File: src/pidtf_pkg.sv
// ----------------------------------------------------------------------------
// PID controller package
// Shared types and constants for the two-form PID controller.
// ----------------------------------------------------------------------------
package pidtf_pkg;

  localparam int CFG_IDX_W = 3;

  // Configuration register indexes.
  localparam logic [CFG_IDX_W-1:0] REG_PROP_GAIN   = 3'd0;
  localparam logic [CFG_IDX_W-1:0] REG_INTEG_GAIN  = 3'd1;
  localparam logic [CFG_IDX_W-1:0] REG_DERIV_GAIN  = 3'd2;
  localparam logic [CFG_IDX_W-1:0] REG_INTEG_UPPER = 3'd3;
  localparam logic [CFG_IDX_W-1:0] REG_INTEG_LOWER = 3'd4;
  localparam logic [CFG_IDX_W-1:0] REG_DRIVE_UPPER = 3'd5;
  localparam logic [CFG_IDX_W-1:0] REG_DRIVE_LOWER = 3'd6;
  localparam logic [CFG_IDX_W-1:0] REG_FORM_SELECT = 3'd7;

  // Sequencer states.
  typedef enum logic [3:0] {
    ST_IDLE,
    ST_MUL_P,
    ST_WB_P,
    ST_MUL_I,
    ST_WB_I,
    ST_MUL_D,
    ST_WB_D,
    ST_ACC,
    ST_SUM,
    ST_CLEAR,
    ST_LOAD
  } state_t;

  // Operand pair fed to the shared multiplier.
  typedef enum logic [1:0] {
    MSEL_P,
    MSEL_I,
    MSEL_D
  } mul_sel_t;

  // Commands from the sequencer to the datapath.
  typedef struct packed {
    logic     capture;
    logic     mul_en;
    mul_sel_t mul_sel;
    logic     diff_en;
    logic     load_p;
    logic     load_g;
    logic     load_d;
    logic     acc_en;
    logic     sum_en;
    logic     clear_en;
    logic     load_out;
  } dp_cmd_t;

  // Status from the datapath to the sequencer.
  typedef struct packed {
    logic serial;
  } dp_status_t;

endpackage

File: src/pidtf_if.sv
// ----------------------------------------------------------------------------
// PID controller channel interfaces
// Valid/ready channels for the step items and the result items.
// ----------------------------------------------------------------------------
interface pidtf_in_if;
  logic               valid;
  logic               ready;
  logic               mode;
  logic signed [31:0] setpoint;
  logic signed [31:0] measured;

  modport source (output valid, mode, setpoint, measured, input ready);
  modport sink   (input valid, mode, setpoint, measured, output ready);
endinterface

interface pidtf_out_if;
  logic               valid;
  logic               ready;
  logic signed [31:0] drive;
  logic               integ_clamped;
  logic               drive_clamped;

  modport source (output valid, drive, integ_clamped, drive_clamped, input ready);
  modport sink   (input valid, drive, integ_clamped, drive_clamped, output ready);
endinterface

File: src/pidtf_datapath.sv
// ----------------------------------------------------------------------------
// PID controller datapath
// Configuration registers, shared multiplier, terms, history and result.
// ----------------------------------------------------------------------------
module pidtf_datapath #(
  parameter int FRAC_BITS = 16
) (
  input  logic                   clk,
  input  logic                   rst,
  input  logic                   cfg_we,
  input  logic [2:0]             cfg_index,
  input  logic [31:0]            cfg_wdata,
  input  pidtf_pkg::dp_cmd_t     cmd,
  output pidtf_pkg::dp_status_t  status,
  input  logic signed [31:0]     setpoint,
  input  logic signed [31:0]     measured,
  output logic signed [31:0]     drive,
  output logic                   integ_clamped,
  output logic                   drive_clamped
);
  import pidtf_pkg::*;

  localparam logic signed [33:0] SAT_MAX = 34'sd2147483647;
  localparam logic signed [33:0] SAT_MIN = -34'sd2147483648;

  logic signed [31:0] prop_gain, integ_gain, deriv_gain;
  logic signed [31:0] integ_upper, integ_lower, drive_upper, drive_lower;
  logic               form_select;

  logic signed [31:0] err, diff, last_error, integral_acc;
  logic signed [31:0] p_term, g_term, d_term;
  logic signed [63:0] prod;
  logic signed [31:0] mul_a, mul_b;
  logic signed [31:0] res_drive;
  logic               res_ihit, res_dhit;

  function automatic logic signed [31:0] sat34(input logic signed [33:0] v);
    if (v > SAT_MAX) begin
      return 32'sh7FFFFFFF;
    end else if (v < SAT_MIN) begin
      return 32'sh80000000;
    end
    return v[31:0];
  endfunction

  // Arithmetic right shift floors; then saturate the 64-bit value to 32 bits.
  function automatic logic signed [31:0] qsat(input logic signed [63:0] v);
    logic signed [63:0] s;
    s = v >>> FRAC_BITS;
    if ((&s[63:31]) || !(|s[63:31])) begin
      return s[31:0];
    end
    return s[63] ? 32'sh80000000 : 32'sh7FFFFFFF;
  endfunction

  // Upper test first: with crossed limits a value above the upper limit takes it and any other takes the lower.
  function automatic logic [32:0] clamp(input logic signed [31:0] v,
                                        input logic signed [31:0] hi,
                                        input logic signed [31:0] lo);
    if (v > hi) begin
      return {1'b1, hi};
    end else if (v < lo) begin
      return {1'b1, lo};
    end
    return {1'b0, v};
  endfunction

  logic signed [31:0] acc_sum;
  logic [32:0]        acc_clamped;
  logic signed [31:0] d_eff;
  logic signed [31:0] out_sum;
  logic [32:0]        out_clamped;

  assign status.serial = form_select;

  always_comb begin
    case (cmd.mul_sel)
      MSEL_P: begin
        mul_a = prop_gain;
        mul_b = err;
      end
      MSEL_I: begin
        mul_a = integ_gain;
        mul_b = form_select ? p_term : err;
      end
      MSEL_D: begin
        mul_a = deriv_gain;
        mul_b = diff;
      end
      default: begin
        mul_a = prop_gain;
        mul_b = err;
      end
    endcase
  end

  assign acc_sum     = sat34({{2{integral_acc[31]}}, integral_acc} +
                             {{2{g_term[31]}}, g_term});
  assign acc_clamped = clamp(acc_sum, integ_upper, integ_lower);
  assign d_eff       = form_select ? 32'sd0 : d_term;
  assign out_sum     = sat34({{2{p_term[31]}}, p_term} +
                             {{2{integral_acc[31]}}, integral_acc} +
                             {{2{d_eff[31]}}, d_eff});
  assign out_clamped = clamp(out_sum, drive_upper, drive_lower);

  // Configuration registers.
  always_ff @(posedge clk) begin
    if (rst) begin
      prop_gain   <= '0;
      integ_gain  <= '0;
      deriv_gain  <= '0;
      integ_upper <= 32'sh7FFFFFFF;
      integ_lower <= 32'sh80000000;
      drive_upper <= 32'sh7FFFFFFF;
      drive_lower <= 32'sh80000000;
      form_select <= 1'b0;
    end else if (cfg_we) begin
      case (cfg_index)
        REG_PROP_GAIN:   prop_gain   <= cfg_wdata;
        REG_INTEG_GAIN:  integ_gain  <= cfg_wdata;
        REG_DERIV_GAIN:  deriv_gain  <= cfg_wdata;
        REG_INTEG_UPPER: integ_upper <= cfg_wdata;
        REG_INTEG_LOWER: integ_lower <= cfg_wdata;
        REG_DRIVE_UPPER: drive_upper <= cfg_wdata;
        REG_DRIVE_LOWER: drive_lower <= cfg_wdata;
        REG_FORM_SELECT: form_select <= cfg_wdata[0];
        default: ;
      endcase
    end
  end

  // Controller history.
  always_ff @(posedge clk) begin
    if (rst) begin
      integral_acc <= '0;
      last_error   <= '0;
    end else if (cmd.clear_en) begin
      integral_acc <= '0;
      last_error   <= '0;
    end else begin
      if (cmd.acc_en) begin
        integral_acc <= acc_clamped[31:0];
      end
      if (cmd.load_d) begin
        last_error <= err;
      end
    end
  end

  // Working registers and result staging.
  always_ff @(posedge clk) begin
    if (cmd.capture) begin
      err <= sat34({{2{setpoint[31]}}, setpoint} - {{2{measured[31]}}, measured});
    end
    if (cmd.diff_en) begin
      diff <= sat34({{2{err[31]}}, err} - {{2{last_error[31]}}, last_error});
    end
    if (cmd.mul_en) begin
      prod <= mul_a * mul_b;
    end
    if (cmd.load_p) begin
      p_term <= qsat(prod);
    end
    if (cmd.load_g) begin
      g_term <= qsat(prod);
    end
    if (cmd.load_d) begin
      d_term <= qsat(prod);
    end
    if (cmd.acc_en) begin
      res_ihit <= acc_clamped[32];
    end
    if (cmd.sum_en) begin
      res_drive <= out_clamped[31:0];
      res_dhit  <= out_clamped[32];
    end
    if (cmd.clear_en) begin
      res_drive <= '0;
      res_ihit  <= 1'b0;
      res_dhit  <= 1'b0;
    end
    if (cmd.load_out) begin
      drive         <= res_drive;
      integ_clamped <= res_ihit;
      drive_clamped <= res_dhit;
    end
  end

endmodule

File: src/pidtf_ctrl.sv
// ----------------------------------------------------------------------------
// PID controller sequencer
// Steps the datapath through one control step and owns the handshakes.
// ----------------------------------------------------------------------------
module pidtf_ctrl (
  input  logic                  clk,
  input  logic                  rst,
  input  logic                  in_valid,
  output logic                  in_ready,
  input  logic                  in_mode,
  output logic                  out_valid,
  input  logic                  out_ready,
  output pidtf_pkg::dp_cmd_t    cmd,
  input  pidtf_pkg::dp_status_t status
);
  import pidtf_pkg::*;

  state_t state, state_next;
  logic   out_free;

  assign out_free = !out_valid || out_ready;

  always_ff @(posedge clk) begin
    if (rst) begin
      state     <= ST_IDLE;
      out_valid <= 1'b0;
    end else begin
      state <= state_next;
      if (cmd.load_out) begin
        out_valid <= 1'b1;
      end else if (out_ready) begin
        out_valid <= 1'b0;
      end
    end
  end

  always_comb begin
    state_next = state;
    case (state)
      ST_IDLE:  if (in_valid) begin
                  state_next = in_mode ? ST_CLEAR : ST_MUL_P;
                end
      ST_MUL_P: state_next = ST_WB_P;
      ST_WB_P:  state_next = ST_MUL_I;
      ST_MUL_I: state_next = ST_WB_I;
      ST_WB_I:  state_next = status.serial ? ST_ACC : ST_MUL_D;
      ST_MUL_D: state_next = ST_WB_D;
      ST_WB_D:  state_next = ST_ACC;
      ST_ACC:   state_next = ST_SUM;
      ST_SUM:   state_next = ST_LOAD;
      ST_CLEAR: state_next = ST_LOAD;
      ST_LOAD:  if (out_free) begin
                  state_next = ST_IDLE;
                end
      default:  state_next = ST_IDLE;
    endcase
  end

  always_comb begin
    cmd      = '0;
    cmd.mul_sel = MSEL_P;
    in_ready = 1'b0;
    case (state)
      ST_IDLE: begin
        in_ready    = 1'b1;
        cmd.capture = in_valid;
      end
      ST_MUL_P: begin
        cmd.mul_en  = 1'b1;
        cmd.mul_sel = MSEL_P;
        cmd.diff_en = 1'b1;
      end
      ST_WB_P:  cmd.load_p = 1'b1;
      ST_MUL_I: begin
        cmd.mul_en  = 1'b1;
        cmd.mul_sel = MSEL_I;
      end
      ST_WB_I:  cmd.load_g = 1'b1;
      ST_MUL_D: begin
        cmd.mul_en  = 1'b1;
        cmd.mul_sel = MSEL_D;
      end
      ST_WB_D:  cmd.load_d = 1'b1;
      ST_ACC:   cmd.acc_en = 1'b1;
      ST_SUM:   cmd.sum_en = 1'b1;
      ST_CLEAR: cmd.clear_en = 1'b1;
      ST_LOAD:  cmd.load_out = out_free;
      default:  ;
    endcase
  end

endmodule

File: src/pid_controller_two_forms_top.sv
// ----------------------------------------------------------------------------
// Two-form PID controller, top level
// Positional PID regulator in signed Q16.16 with integral and output clamps.
// ----------------------------------------------------------------------------
//
//   Channel   Dir  Handshake         Beat contents
//   in_ch     in   valid / ready     mode, setpoint, measured
//   out_ch    out  valid / ready     drive, integ_clamped, drive_clamped
//   cfg       in   cfg_we            cfg_index, cfg_wdata (no read-back)
//
// A run beat steps through multiply and write-back states for each product
// (the derivative pair in parallel form only), accumulation and the sum to
// the output register; a clear beat passes through the clear state. No new
// beat is taken until the last is through. The single shared 32x32 multiplier
// serves up to three products in turn, with a register after each.
// Reset is synchronous and active high; it restores the register defaults
// and zeroes the integral and the previous error.
// The next input beat is accepted once the result has moved into the output
// register, even while that result still waits on a stalled output.
module pid_controller_two_forms_top #(
  parameter int FRAC_BITS = 16
) (
  input  logic        clk,
  input  logic        rst,
  input  logic        cfg_we,
  input  logic [2:0]  cfg_index,
  input  logic [31:0] cfg_wdata,
  pidtf_in_if.sink    in_ch,
  pidtf_out_if.source out_ch
);
  import pidtf_pkg::*;

  dp_cmd_t    cmd;
  dp_status_t status;

  // The sequencer walks error capture, the multiplies, accumulation and the
  // output sum; it also holds the result valid flag.
  pidtf_ctrl u_ctrl (
    .clk       (clk),
    .rst       (rst),
    .in_valid  (in_ch.valid),
    .in_ready  (in_ch.ready),
    .in_mode   (in_ch.mode),
    .out_valid (out_ch.valid),
    .out_ready (out_ch.ready),
    .cmd       (cmd),
    .status    (status)
  );

  // The datapath keeps the configuration, the history and the result
  // register that drives the output channel directly.
  pidtf_datapath #(
    .FRAC_BITS (FRAC_BITS)
  ) u_datapath (
    .clk           (clk),
    .rst           (rst),
    .cfg_we        (cfg_we),
    .cfg_index     (cfg_index),
    .cfg_wdata     (cfg_wdata),
    .cmd           (cmd),
    .status        (status),
    .setpoint      (in_ch.setpoint),
    .measured      (in_ch.measured),
    .drive         (out_ch.drive),
    .integ_clamped (out_ch.integ_clamped),
    .drive_clamped (out_ch.drive_clamped)
  );

endmodule

File: src/flat_wrapper.sv
// flat-port wrapper written by rule: the top's interface ports become plain ports
module pid_controller_two_forms_top_flat import pidtf_pkg::*;
#(
  parameter int FRAC_BITS = 16
)
  (clk, rst, cfg_we, cfg_index, cfg_wdata, in_ch_valid, in_ch_mode, in_ch_setpoint, in_ch_measured, in_ch_ready, out_ch_valid, out_ch_drive, out_ch_integ_clamped, out_ch_drive_clamped, out_ch_ready);
  pidtf_in_if in_ch_i ();
  pidtf_out_if out_ch_i ();
  input  logic clk;
  input  logic rst;
  input  logic cfg_we;
  input  logic [2:0] cfg_index;
  input  logic [31:0] cfg_wdata;
  input wire logic [$bits(in_ch_i.valid)-1:0] in_ch_valid;
  input wire logic [$bits(in_ch_i.mode)-1:0] in_ch_mode;
  input wire logic [$bits(in_ch_i.setpoint)-1:0] in_ch_setpoint;
  input wire logic [$bits(in_ch_i.measured)-1:0] in_ch_measured;
  output wire logic [$bits(in_ch_i.ready)-1:0] in_ch_ready;
  output wire logic [$bits(out_ch_i.valid)-1:0] out_ch_valid;
  output wire logic [$bits(out_ch_i.drive)-1:0] out_ch_drive;
  output wire logic [$bits(out_ch_i.integ_clamped)-1:0] out_ch_integ_clamped;
  output wire logic [$bits(out_ch_i.drive_clamped)-1:0] out_ch_drive_clamped;
  input wire logic [$bits(out_ch_i.ready)-1:0] out_ch_ready;
  assign in_ch_i.valid = in_ch_valid;
  assign in_ch_i.mode = in_ch_mode;
  assign in_ch_i.setpoint = in_ch_setpoint;
  assign in_ch_i.measured = in_ch_measured;
  assign in_ch_ready = in_ch_i.ready;
  assign out_ch_valid = out_ch_i.valid;
  assign out_ch_drive = out_ch_i.drive;
  assign out_ch_integ_clamped = out_ch_i.integ_clamped;
  assign out_ch_drive_clamped = out_ch_i.drive_clamped;
  assign out_ch_i.ready = out_ch_ready;
  pid_controller_two_forms_top #(.FRAC_BITS(FRAC_BITS)) u_core (.clk(clk), .rst(rst), .cfg_we(cfg_we), .cfg_index(cfg_index), .cfg_wdata(cfg_wdata), .in_ch(in_ch_i), .out_ch(out_ch_i));
endmodule
File: config.mk
export PLATFORM = sky130hd
export DESIGN_NAME = pid_controller_two_forms_top_flat
export DESIGN_NICKNAME = d
export VERILOG_FILES = /design/src/pidtf_pkg.sv /design/src/pidtf_if.sv /design/src/pidtf_datapath.sv /design/src/pidtf_ctrl.sv /design/src/pid_controller_two_forms_top.sv /design/src/flat_wrapper.sv
export SDC_FILE = /design/constraint.sdc
export NUM_CORES = 2
export LEC_CHECK = 0
export BUFFER_PORTS_ARGS = -buffer_cell sky130_fd_sc_hd__clkbuf_2
export CELL_PAD_IN_SITES_DETAIL_PLACEMENT = 0
export CELL_PAD_IN_SITES_GLOBAL_PLACEMENT = 1
export CORE_MARGIN = 1.5
export CORE_UTILIZATION = 45
export DETAILED_ROUTE_END_ITERATION = 7
export PLACE_DENSITY_LB_ADDON = 0.12
export SYNTH_ARGS = -nofsm -noshare
export SYNTH_HDL_FRONTEND = slang
export SYNTH_SLANG_ARGS = --single-unit
File: constraint.sdc
create_clock -name clk -period 15.5 [get_ports clk]
set_input_delay 3.875 -clock clk [delete_from_list [all_inputs] [get_ports clk]]
set_output_delay 3.875 -clock clk [all_outputs]
set_load 0.03 [all_outputs]
==> impl_metrics.yaml <==
critical_path:
  critPathTopFamily: "adder cells"
  cpMostUsedCell: "fa_1"
  rr_startpoint: "u_core.u_ctrl.state[1]"
  worstSetupPathType: "flop to flop"
  crit_fanout: 32
  ff2ff_setup_slack_ns: 2.91
  crit_start: "u_core.u_ctrl.state[1]"
  path_buf_inv: 6
  slowest_stage: "o21ai_0"
  arrival_ns: 13.02
  crit_required_ns: 15.93
  start_kind: "flop"
  r2r-end: "u_core.u_datapath.prod[63]"
  slowest_delay_ns: 0.84
  reg2reg_depth: 34
  cp-end-kind: "flop"
synthesis:
  ys_seq_elements: 570
  synthArstFlopShare_pct: 0
  synth-edff-count: 242
  yosysUniqueCellTypes: 94
  seq_area_frac_synth_pct: 20.5
  syn_area_per_cell_um2: 9.04
  ys.flop_type: "dfxtp_1"
  synthesis.nets: 9118
  synthCells: 7459
  synth_area_mm2: 0.0674
  ys_warn_count: 0
routing:
  drt-vias-per-instance: 5.70
  antenna_left: 0
  wirelength_um: 254000
  vias: 53853
  first_pass_iters: 5
  wl_per_cell_um: 26.9
  drt_iter0_markers: 4972
  drc: 0
pwr:
  ir_drop_v: 0.000275
  power.density_mw_per_mm2: 218
  power_leakage_uw: 0.0336
floorplan:
  dieHeight_um: 390
  dieArea_mm2: 0.152
  die_x_um: 390
  num_rows: 141
  ios: 141
  core_area_mm2: 0.148
  start_util_pct: 45.5
clocking:
  cts_resized: 0
  cts_buffer_depth: 3
  htreeDepth: 3
  post_cts_buffers: 0
  ctsHoldBuffers: 0
  cts_buffers: 73
  cts-root-buf: "clkbuf_16"
  clkLatencyLatePin_ns: 0.68
  clock_sinks: 570
  cts_tree: "built"
  clk_pin_slew_ns: 0.06
placement:
  gp_congestion: 0.965
  hpwl_um: 194000
  portBuffers: 140
sta:
  slew_headroom_pct: 13.6
  max_freq_mhz: 79.4
  min_period_ns: 12.59
  finalSetupViolations: 0
  rsz0062_at_grt: "no"
  worst_slew_pin_slew_ns: 1.30
  fin_crit_sh_pct: 81.3
  final.setup.tns_ns: 0
  skew_ns: 0.0341
  slew_violations: 0
  finalHoldViolCount: 0
cells_and_area:
  final_util_pct: 49.3
  syn_to_final_growth_pct: 8.39
  fillers: 14220
  layout.nets: 9109
  seqCellArea_mm2: 0.0138
  drive_above_1_share_pct: 6.95
  multi_input_area_mm2: 0.0479
job:
  maxCapViolCount: 0
global_route:
  grt_pass1_wl_um: 372000
  grt_use_total_pct: 33.6
  antenna_found_initial: 11
  grt_pass1_vias: 54550
  grt.overflow.total: 0
  grt_max_degree: 89
worst_hold_path:
  hold_start: "u_core.u_datapath.res_drive[28]"
  worstHoldPathType: "flop to flop"
  hold_depth: 0
  holdPathEnd: "u_core.u_datapath.drive[28]"
status:
  outcome: "finished, final reports clean"
## cell families (layout without fill, tap and decap cells)
family          Yosys count  after routing  synth area share, %
xor+xnor                171            171                 2.22
fa+ha+maj              1562           1562                 41.4
compound gates         1246           1246                 11.9
simple gates           2238           2238                 14.0
buf+inv                1604           1655                 9.00
other cells               0             11                    0
flops                   570            570                 20.5
mux                      68             68                 1.01
## area by class of cell
type	count	share of cell area, %
antenna	11	0.0377
clock buffer	94	2.72
clock inverter	41	0.681
inverter	1240	6.37
multi-input combinational	5285	65.6
sequential	570	18.9
tap	1930	3.30
timing repair buffer	280	2.41
## placed cells by master, fill, tap and decap left out, drive strengths merged, types with 25 or more instances in the layout
cell | Yosys | layout
nor3 | 62 | 62
fa | 1117 | 1117
nor2 | 671 | 671
nand4 | 55 | 55
ha | 437 | 437
a211oi | 25 | 25
mux2i | 68 | 68
nor2b | 68 | 68
dfxtp | 328 | 328
nand2b | 45 | 45
xnor2 | 107 | 107
edfxtp | 242 | 242
a22oi | 92 | 92
nand2 | 1160 | 1160
clkbuf | 314 | 233
o21ai | 235 | 235
a21o | 173 | 173
a22o | 62 | 62
inv | 1239 | 1246
nand3b | 65 | 65
xor2 | 64 | 64
buf | 50 | 141
o21a | 29 | 29
nand3 | 41 | 41
o31ai | 46 | 46
a21oi | 471 | 471
## synth_stat cells, types with 107 or more instances
cell type | n | area share, %
inv_1 | 1239 | 6.9
nand2_1 | 1160 | 6.5
fa_1 | 1117 | 33
nor2_1 | 669 | 3.7
a21oi_1 | 469 | 3.5
ha_1 | 437 | 8.1
dfxtp_1 | 328 | 9.7
clkbuf_1 | 311 | 1.7
edfxtp_1 | 242 | 11
o21ai_0 | 226 | 1.7
a21o_1 | 172 | 1.9
xnor2_1 | 107 | 1.4
## routing by layer
metal	up-vias	global-route usage [%]	routed length, um
met2	2321	52.7	113000
met3	448	6.78	21800
met1	27389	45.3	106000
met4	8	14.2	12800
met5	-	0	55
li1	23687	-	-
## where the power goes
part / internal [uW] / leakage, uW / total (uW) / switching, uW
Sequential: 2250 / 0.00488 / 2430 / 183
Clock: 1030 / 0.00120 / 1780 / 748
Combinational: 4530 / 0.0275 / 11700 / 7200
Total: 7800 / 0.0336 / 15900 / 8130
## per-stage QoR
step / area, um2 / power, uW / instances / setup WS [ns] / hold WS, ns
2_1_floorplan: 67400 / 10400 / 7459 / 5.79 / 0.408
3_3_place_gp: 70600 / 14000 / 9305 / 3.29 / 0.414
3_5_place_dp: 70600 / 14100 / 9305 / 3.08 / 0.416
4_1_cts: 73100 / 15900 / 9440 / 3.05 / 0.429
5_1_grt: 73100 / 17200 / 9441 / 2.39 / 0.449
6_report: 73100 / 15900 / 9451 / 2.91 / 0.428
## sequential cells by signal, indices dropped and copies added (netlist names)
| signal | flops |
|---|---|
| u_core.u_ctrl.out_valid | 1 |
| u_core.u_ctrl.state | 4 |
| u_core.u_datapath.d_term | 32 |
| u_core.u_datapath.deriv_gain | 32 |
| u_core.u_datapath.diff | 32 |
| u_core.u_datapath.drive | 32 |
| u_core.u_datapath.drive_clamped | 1 |
| u_core.u_datapath.drive_lower | 32 |
| u_core.u_datapath.drive_upper | 32 |
| u_core.u_datapath.err | 32 |
| u_core.u_datapath.g_term | 32 |
| u_core.u_datapath.integ_clamped | 1 |
| u_core.u_datapath.integ_gain | 32 |
| u_core.u_datapath.integ_lower | 32 |
| u_core.u_datapath.integ_upper | 32 |
| u_core.u_datapath.integral_acc | 32 |
| u_core.u_datapath.last_error | 32 |
| u_core.u_datapath.p_term | 32 |
| u_core.u_datapath.prod | 48 |
| u_core.u_datapath.prop_gain | 32 |
| u_core.u_datapath.res_dhit | 1 |
| u_core.u_datapath.res_drive | 32 |
| u_core.u_datapath.res_ihit | 1 |
| u_core.u_datapath.status | 1 |
## how the worst max path moves through the flow
| stage | endpoint | slack, ns | cells after the start |
|---|---|---|---|
| after floorplan | u_core.u_datapath.prod[47] | 5.79 | 38 |
| after global placement | u_core.u_datapath.prod[63] | 3.29 | 35 |
| after detailed placement | u_core.u_datapath.prod[63] | 3.08 | 34 |
| after CTS | u_core.u_datapath.prod[63] | 3.05 | 34 |
| after global routing | u_core.u_datapath.prod[63] | 2.39 | 34 |
| final | u_core.u_datapath.prod[63] | 2.91 | 34 |
No activity file was read; power rests on OpenSTA's default activity.
